--- config.mk ---
export PLATFORM = sky130hd
export DESIGN_NAME = lprd_ctrl
export DESIGN_NICKNAME = d
export VERILOG_FILES = /design/src/rtl/lprd_pkg.sv /design/src/rtl/lprd_ctrl.sv
export SDC_FILE = /design/constraint.sdc
export NUM_CORES = 1
export LEC_CHECK = 0
export ABC_CLOCK_PERIOD_IN_PS = 1600
export BUFFER_PORTS_ARGS = -buffer_cell sky130_fd_sc_hd__buf_2
export CAP_MARGIN = 20
export CORE_ASPECT_RATIO = 1.1
export CORE_MARGIN = 4
export CORE_UTILIZATION = 30
export DETAILED_ROUTE_END_ITERATION = 6
export GPL_TIMING_DRIVEN = 0
export PLACE_DENSITY = 0.6
export REMOVE_ABC_BUFFERS = 1
export SYNTH_ARGS = -nofsm -noshare
export SYNTH_HDL_FRONTEND = slang
export SYNTH_SLANG_ARGS = --single-unit
--- constraint.sdc ---
create_clock -name clock -period 1.6 [get_ports clock]
set_clock_uncertainty 0.05 [all_clocks]
set_input_delay 0.24 -clock clock [delete_from_list [all_inputs] [get_ports clock]]
set_output_delay 0.24 -clock clock [all_outputs]
set_load 0.05 [all_outputs]
--- src/rtl/lprd_pkg.sv ---
// shared types, constants and pointer helpers for the length prefix ring deframer
// no dependencies; used by the controller, the datapath and the top level
package lprd_pkg;

   localparam int RING_DEPTH   = 4096;
   localparam int PTR_W        = $clog2(RING_DEPTH);
   localparam int CAPACITY     = RING_DEPTH - 1;
   localparam int HEADER_BYTES = 4;
   localparam int LEN_W        = 8 * HEADER_BYTES;
   localparam int FREE_W       = 12;

   typedef logic [PTR_W-1:0] ptr_type;

   typedef enum logic [1:0] {
      CMD_PUSH  = 2'd0,
      CMD_POP   = 2'd1,
      CMD_DRAIN = 2'd2
   } command_type;

   typedef enum logic [2:0] {
      STATUS_BYTE_OUT = 3'd0,
      STATUS_NOTHING  = 3'd1,
      STATUS_PUSHED   = 3'd2,
      STATUS_DROPPED  = 3'd3,
      STATUS_TOO_LONG = 3'd4
   } status_type;

   typedef enum logic [2:0] {
      S_IDLE,
      S_HDR,
      S_HDR_END,
      S_HDR_CHK,
      S_READ
   } ctl_state_type;

   typedef enum logic [2:0] {
      DP_NONE,
      DP_PUSH,
      DP_TAKE_FRAME,
      DP_TAKE_DRAIN,
      DP_HDR_READ,
      DP_START_FRAME
   } dp_op_type;

   typedef struct packed {
      dp_op_type  op;
      logic [1:0] hdr_off;
      logic       hdr_shift;
      logic       load_resp;
      status_type resp_status;
      logic       resp_from_mem;
   } dp_cmd_type;

   typedef struct packed {
      logic slot_free;
      logic store_full;
      logic store_nonempty;
      logic count_ge_header;
      logic frame_active;
      logic hdr_too_long;
      logic frame_complete;
   } dp_stat_type;

   // position plus a small offset, wrapped at the ring depth
   function automatic ptr_type ptr_add(ptr_type p, logic [1:0] off);
      logic [PTR_W:0] sum;
      sum = {1'b0, p} + {{(PTR_W-1){1'b0}}, off};
      if (sum >= (PTR_W+1)'(RING_DEPTH)) begin
         sum = sum - (PTR_W+1)'(RING_DEPTH);
      end
      return sum[PTR_W-1:0];
   endfunction

   function automatic ptr_type stored_count(ptr_type rp, ptr_type wp);
      logic [PTR_W:0] diff;
      if (wp >= rp) begin
         diff = {1'b0, wp} - {1'b0, rp};
      end else begin
         diff = {1'b0, wp} + (PTR_W+1)'(RING_DEPTH) - {1'b0, rp};
      end
      return diff[PTR_W-1:0];
   endfunction

endpackage

--- src/rtl/lprd_ctrl.sv ---
// controller state machine: decodes commands, sequences header fetch and
// byte reads, issues datapath commands; depends on lprd_pkg
module lprd_ctrl import lprd_pkg::*; (
   input  logic        clock,
   input  logic        reset,
   input  logic        req_valid,
   input  logic [1:0]  req_command,
   output logic        req_ready,
   input  dp_stat_type stat,
   output dp_cmd_type  cmd
);

   ctl_state_type state_ff, state_in;
   logic [1:0]    step_ff, step_in;
   logic          accept;

   always_ff @(posedge clock) begin
      if (reset) begin
         state_ff <= S_IDLE;
         step_ff  <= 2'd0;
      end else begin
         state_ff <= state_in;
         step_ff  <= step_in;
      end
   end

   assign req_ready = (state_ff == S_IDLE) && stat.slot_free;
   assign accept    = req_valid && req_ready;

   always_comb begin
      state_in          = state_ff;
      step_in           = step_ff;
      cmd.op            = DP_NONE;
      cmd.hdr_off       = step_ff;
      cmd.hdr_shift     = 1'b0;
      cmd.load_resp     = 1'b0;
      cmd.resp_status   = STATUS_NOTHING;
      cmd.resp_from_mem = 1'b0;

      case (state_ff)
         S_IDLE: begin
            if (accept) begin
               case (req_command)
                  CMD_PUSH: begin
                     cmd.load_resp = 1'b1;
                     if (stat.store_full) begin
                        cmd.resp_status = STATUS_DROPPED;
                     end else begin
                        cmd.op          = DP_PUSH;
                        cmd.resp_status = STATUS_PUSHED;
                     end
                  end
                  CMD_POP: begin
                     if (stat.frame_active) begin
                        cmd.op   = DP_TAKE_FRAME;
                        state_in = S_READ;
                     end else if (stat.count_ge_header) begin
                        cmd.op      = DP_HDR_READ;
                        cmd.hdr_off = 2'd0;
                        step_in     = 2'd1;
                        state_in    = S_HDR;
                     end else begin
                        cmd.load_resp = 1'b1;
                     end
                  end
                  CMD_DRAIN: begin
                     if (stat.store_nonempty) begin
                        cmd.op   = DP_TAKE_DRAIN;
                        state_in = S_READ;
                     end else begin
                        cmd.load_resp = 1'b1;
                     end
                  end
                  default: begin
                     cmd.load_resp = 1'b1;
                  end
               endcase
            end
         end
         S_HDR: begin
            // read the next header byte while the previous one shifts in
            cmd.op        = DP_HDR_READ;
            cmd.hdr_shift = 1'b1;
            step_in       = step_ff + 2'd1;
            if (step_ff == 2'd3) begin
               state_in = S_HDR_END;
            end
         end
         S_HDR_END: begin
            cmd.hdr_shift = 1'b1;
            state_in      = S_HDR_CHK;
         end
         S_HDR_CHK: begin
            if (stat.hdr_too_long) begin
               cmd.load_resp   = 1'b1;
               cmd.resp_status = STATUS_TOO_LONG;
               state_in        = S_IDLE;
            end else if (stat.frame_complete) begin
               cmd.op   = DP_START_FRAME;
               state_in = S_READ;
            end else begin
               cmd.load_resp = 1'b1;
               state_in      = S_IDLE;
            end
         end
         S_READ: begin
            cmd.load_resp     = 1'b1;
            cmd.resp_status   = STATUS_BYTE_OUT;
            cmd.resp_from_mem = 1'b1;
            state_in          = S_IDLE;
         end
         default: begin
            state_in = S_IDLE;
         end
      endcase
   end

   a_pop_in_frame: assert property (@(posedge clock) disable iff (reset)
      (accept && req_command == CMD_POP && stat.frame_active) |=> (state_ff == S_READ))
      else $error("pop within a frame did not go to the byte read");

   a_hdr_done: assert property (@(posedge clock) disable iff (reset)
      (state_ff == S_HDR && step_ff == 2'd3) |=> (state_ff == S_HDR_END))
      else $error("header fetch did not finish after four reads");

   a_read_returns: assert property (@(posedge clock) disable iff (reset)
      (state_ff == S_READ) |=> (state_ff == S_IDLE))
      else $error("byte read did not return to idle");

endmodule

==> flow_metrics.env <==
export IMPL_rsz0062_at_grt="true"
export IMPL_clockPowerShare_pct=31.4
export IMPL_clkLatencyLatePin_ps=240
export IMPL_gp_congestion=0.767
export IMPL_period_share_pct=111
export IMPL_rows=16
export IMPL_swShare_pct=36.4
export IMPL_wl_per_cell_um=16.2
export IMPL_die_h_um=53.0
export IMPL_relSlewSlack_pct=80.1
export IMPL_hold_path_class="in -> reg"
export IMPL_h_tree_depth=1
export IMPL_p_int_w=0.000308
export IMPL_syn_inst=67
export IMPL_cts_sinks=5
export IMPL_finalHoldViolations=0
export IMPL_r2r_slack_ps=130
export IMPL_antenna_found_initial=0
export IMPL_drive_gt1_share_pct=63.7
export IMPL_synth_distinct_cells=36
export IMPL_fp_dieArea_mm2=0.00259
export IMPL_synthMuxAreaShare_pct=1.81
export IMPL_yosys_area_share_xor_xnor_pct=1.59
export IMPL_failed_checks="setup timing"
export IMPL_n_antenna_cell=0
export IMPL_overflow=0
export IMPL_areaGrowthSynthToFinish_pct=76.4
export IMPL_worstPathMaxFanout=5
export IMPL_place_ws_ps=-306
export IMPL_num_vias=661
export IMPL_cts_tree="built"
export IMPL_synth_seq_cells=5
export IMPL_layout_commonest_cell="buf_4"
export IMPL_cts_root_buffer="clkbuf_4"
export IMPL_yosys_area_share_simple_pct=34.7
export IMPL_path_clk_slew_ps=50
export IMPL_port_buffers=23
export IMPL_drtIter0Drc=8
export IMPL_coreArea_mm2=0.00176
export IMPL_cts_buffers=3
export IMPL_drt_wl_total_um=1950
export IMPL_crit_type="reg -> out"
export IMPL_p_per_area_mw_per_mm2=498
export IMPL_viasPerCell=5.51
export IMPL_synth_compound_area_share_pct=23.4
export IMPL_grt_pass1_vias=625
export IMPL_clockBufferDepth=2
export IMPL_period_minus_slack_ps=1780
export IMPL_seq_power_share_pct=27.1
export IMPL_die_w_um=48.9
export IMPL_cp_required_ps=1310
export IMPL_status="finished, violations left"
export IMPL_drtAntennaViolNets=0
export IMPL_final_max_slew_viol_count=0
export IMPL_yosysWarnings=0
export IMPL_grt_max_degree=12
export IMPL_gr_usage_all_layers_pct=14.5
export IMPL_first_pass_iters=4
export IMPL_synth_top_family_by_area="simple AND/OR/NAND/NOR gates"
export IMPL_syn_area_um2=552
export IMPL_arrival_ps=1490
export IMPL_synth_avg_cell_area_um2=8.24
export IMPL_crit_path_end_kind="primary output"
export IMPL_maxCapViolCount=0
export IMPL_layout_common_cells="buf_4, buf_2, buf_6"
export IMPL_fmax_mhz=561
export IMPL_io_pin_count=24
export IMPL_synthAdderAreaFrac_pct=13.6
export IMPL_fin_util_pct=55.3
export IMPL_switchingPower_w=0.000176
export IMPL_worst_slew_pin_slew_ps=298
export IMPL_p_comb_share_pct=41.5
export IMPL_worst_setup_path_start_kind="flop"
export IMPL_start_util_pct=31.3
export IMPL_p_leak_nw=0.450
export IMPL_grt_pass1_wl_um=2830
export IMPL_setup_violations=8
export IMPL_hpwl_um=1150
export IMPL_fin_nets=121
export IMPL_irDropWorstVdd_mv=0.288
export IMPL_ys_seq_area_share_pct=18.1
export IMPL_worst_slack_ps=-183
export IMPL_route_detailed_drc=0
area by class of cell:
cell class	count	area [um2]
repair buffers	35	287
fillers	154	788
multi-input cells	54	509
clock buffers	4	26.3
well taps	18	22.5
inverters	4	17.5
flip-flops and latches	5	111
flip-flops by register name, indices dropped and copies added (netlist names):
name      cells
state_ff      3
step_ff       2
cells in the mapped netlist (all sizes together):
cell type  number  area (um2)
mux2i           1        10.0
o41ai           1        8.76
buf             4        22.5
or3b            1        8.76
ha              6        75.1
a41oi           1        16.3
inv             4        15.0
o31ai           1        7.51
nor2            5        21.3
dfxtp           5         100
a211oi          1        7.51
a31o            1        8.76
nor4            1        6.26
nor2b           2        12.5
nand3b          3        22.5
and3b           2        17.5
o21ai           2        10.0
a211o           2        17.5
xnor2           1        8.76
a21oi           4        20.0
nand2b          3        18.8
nand2           2        7.51
and3            3        18.8
nor3            2        10.0
o211ai          1        7.51
o31a            1        8.76
nor3b           2        20.0
a22oi           1        7.51
or2             1        6.26
and2            1        6.26
o311ai          1        8.76
nor4b           1        15.0
per-stage QoR:
| step | hold WS [ps] | total power (W) | instance area, um2 | std cells | setup TNS, ps |
|---|---|---|---|---|---|
| global route | 198 | 0.000514 | 973 | 120 | -1610 |
| detailed placement | 449 | 0.000277 | 667 | 104 | -1440 |
| global placement | 434 | 0.000275 | 667 | 104 | -1220 |
| floorplan | 263 | 0.000234 | 529 | 63 | -4590 |
| finish | 191 | 0.000485 | 973 | 120 | -1100 |
| CTS | 193 | 0.000468 | 897 | 116 | -742 |
power by group through the flow:
| stage | combinational, W | sequential (W) | clock, W |
|---|---|---|---|
| after floorplan | 0.0000977 | 0.000136 | 0 |
| after global placement | 0.000137 | 0.000138 | 0 |
| after detailed placement | 0.000139 | 0.000138 | 0 |
| after CTS | 0.000182 | 0.000131 | 0.000155 |
| after global routing | 0.000214 | 0.000132 | 0.000168 |
| final | 0.000201 | 0.000131 | 0.000152 |
kinds of logic after synthesis:
family,after synthesis
AND/OR/NAND/NOR,29
XOR/XNOR,1
AO/OA/AOI/OAI,17
adder cells (fa/ha/maj),6
multiplexers,1
buffers and inverters,8
flip-flops,5
per-layer routing:
metal  vias up  global-route usage, %  part of all wire (%)  wire length [um]
met5         -                      0                     0                 0
met4         0                   4.93                   1.8                36
met3         4                   4.51                   4.3                83
met2        18                   27.8                    58              1140
met1       321                   14.8                    35               690
li1        318                      -                     -                 -
critical path, stage by stage (launching register included):
cell,delay [ps]
dfxtp_4,350
and3b_2,300
nand2_2,140
nor3_2,260
buf_6,200
path summary, 6_finish.rpt:
kind | startpoint | to | cells past startpoint
worst max-delay path | state_ff[0] | cmd[9] | 4
worst max register to register | step_ff[0] | state_ff[0] | 4
worst min register to register | step_ff[1] | step_ff[1] | 2
worst min-delay path | reset | state_ff[2] | 2
what timing repair did:
action / in CTS / in global routing
gates resized for setup: 43 / 14
hold buffers: 0 / 0
setup buffers: 8 / 4
endpoints found under the setup margin: 12 / 11
pin swaps: 5 / 1
No activity file was read; power rests on OpenSTA's default activity.
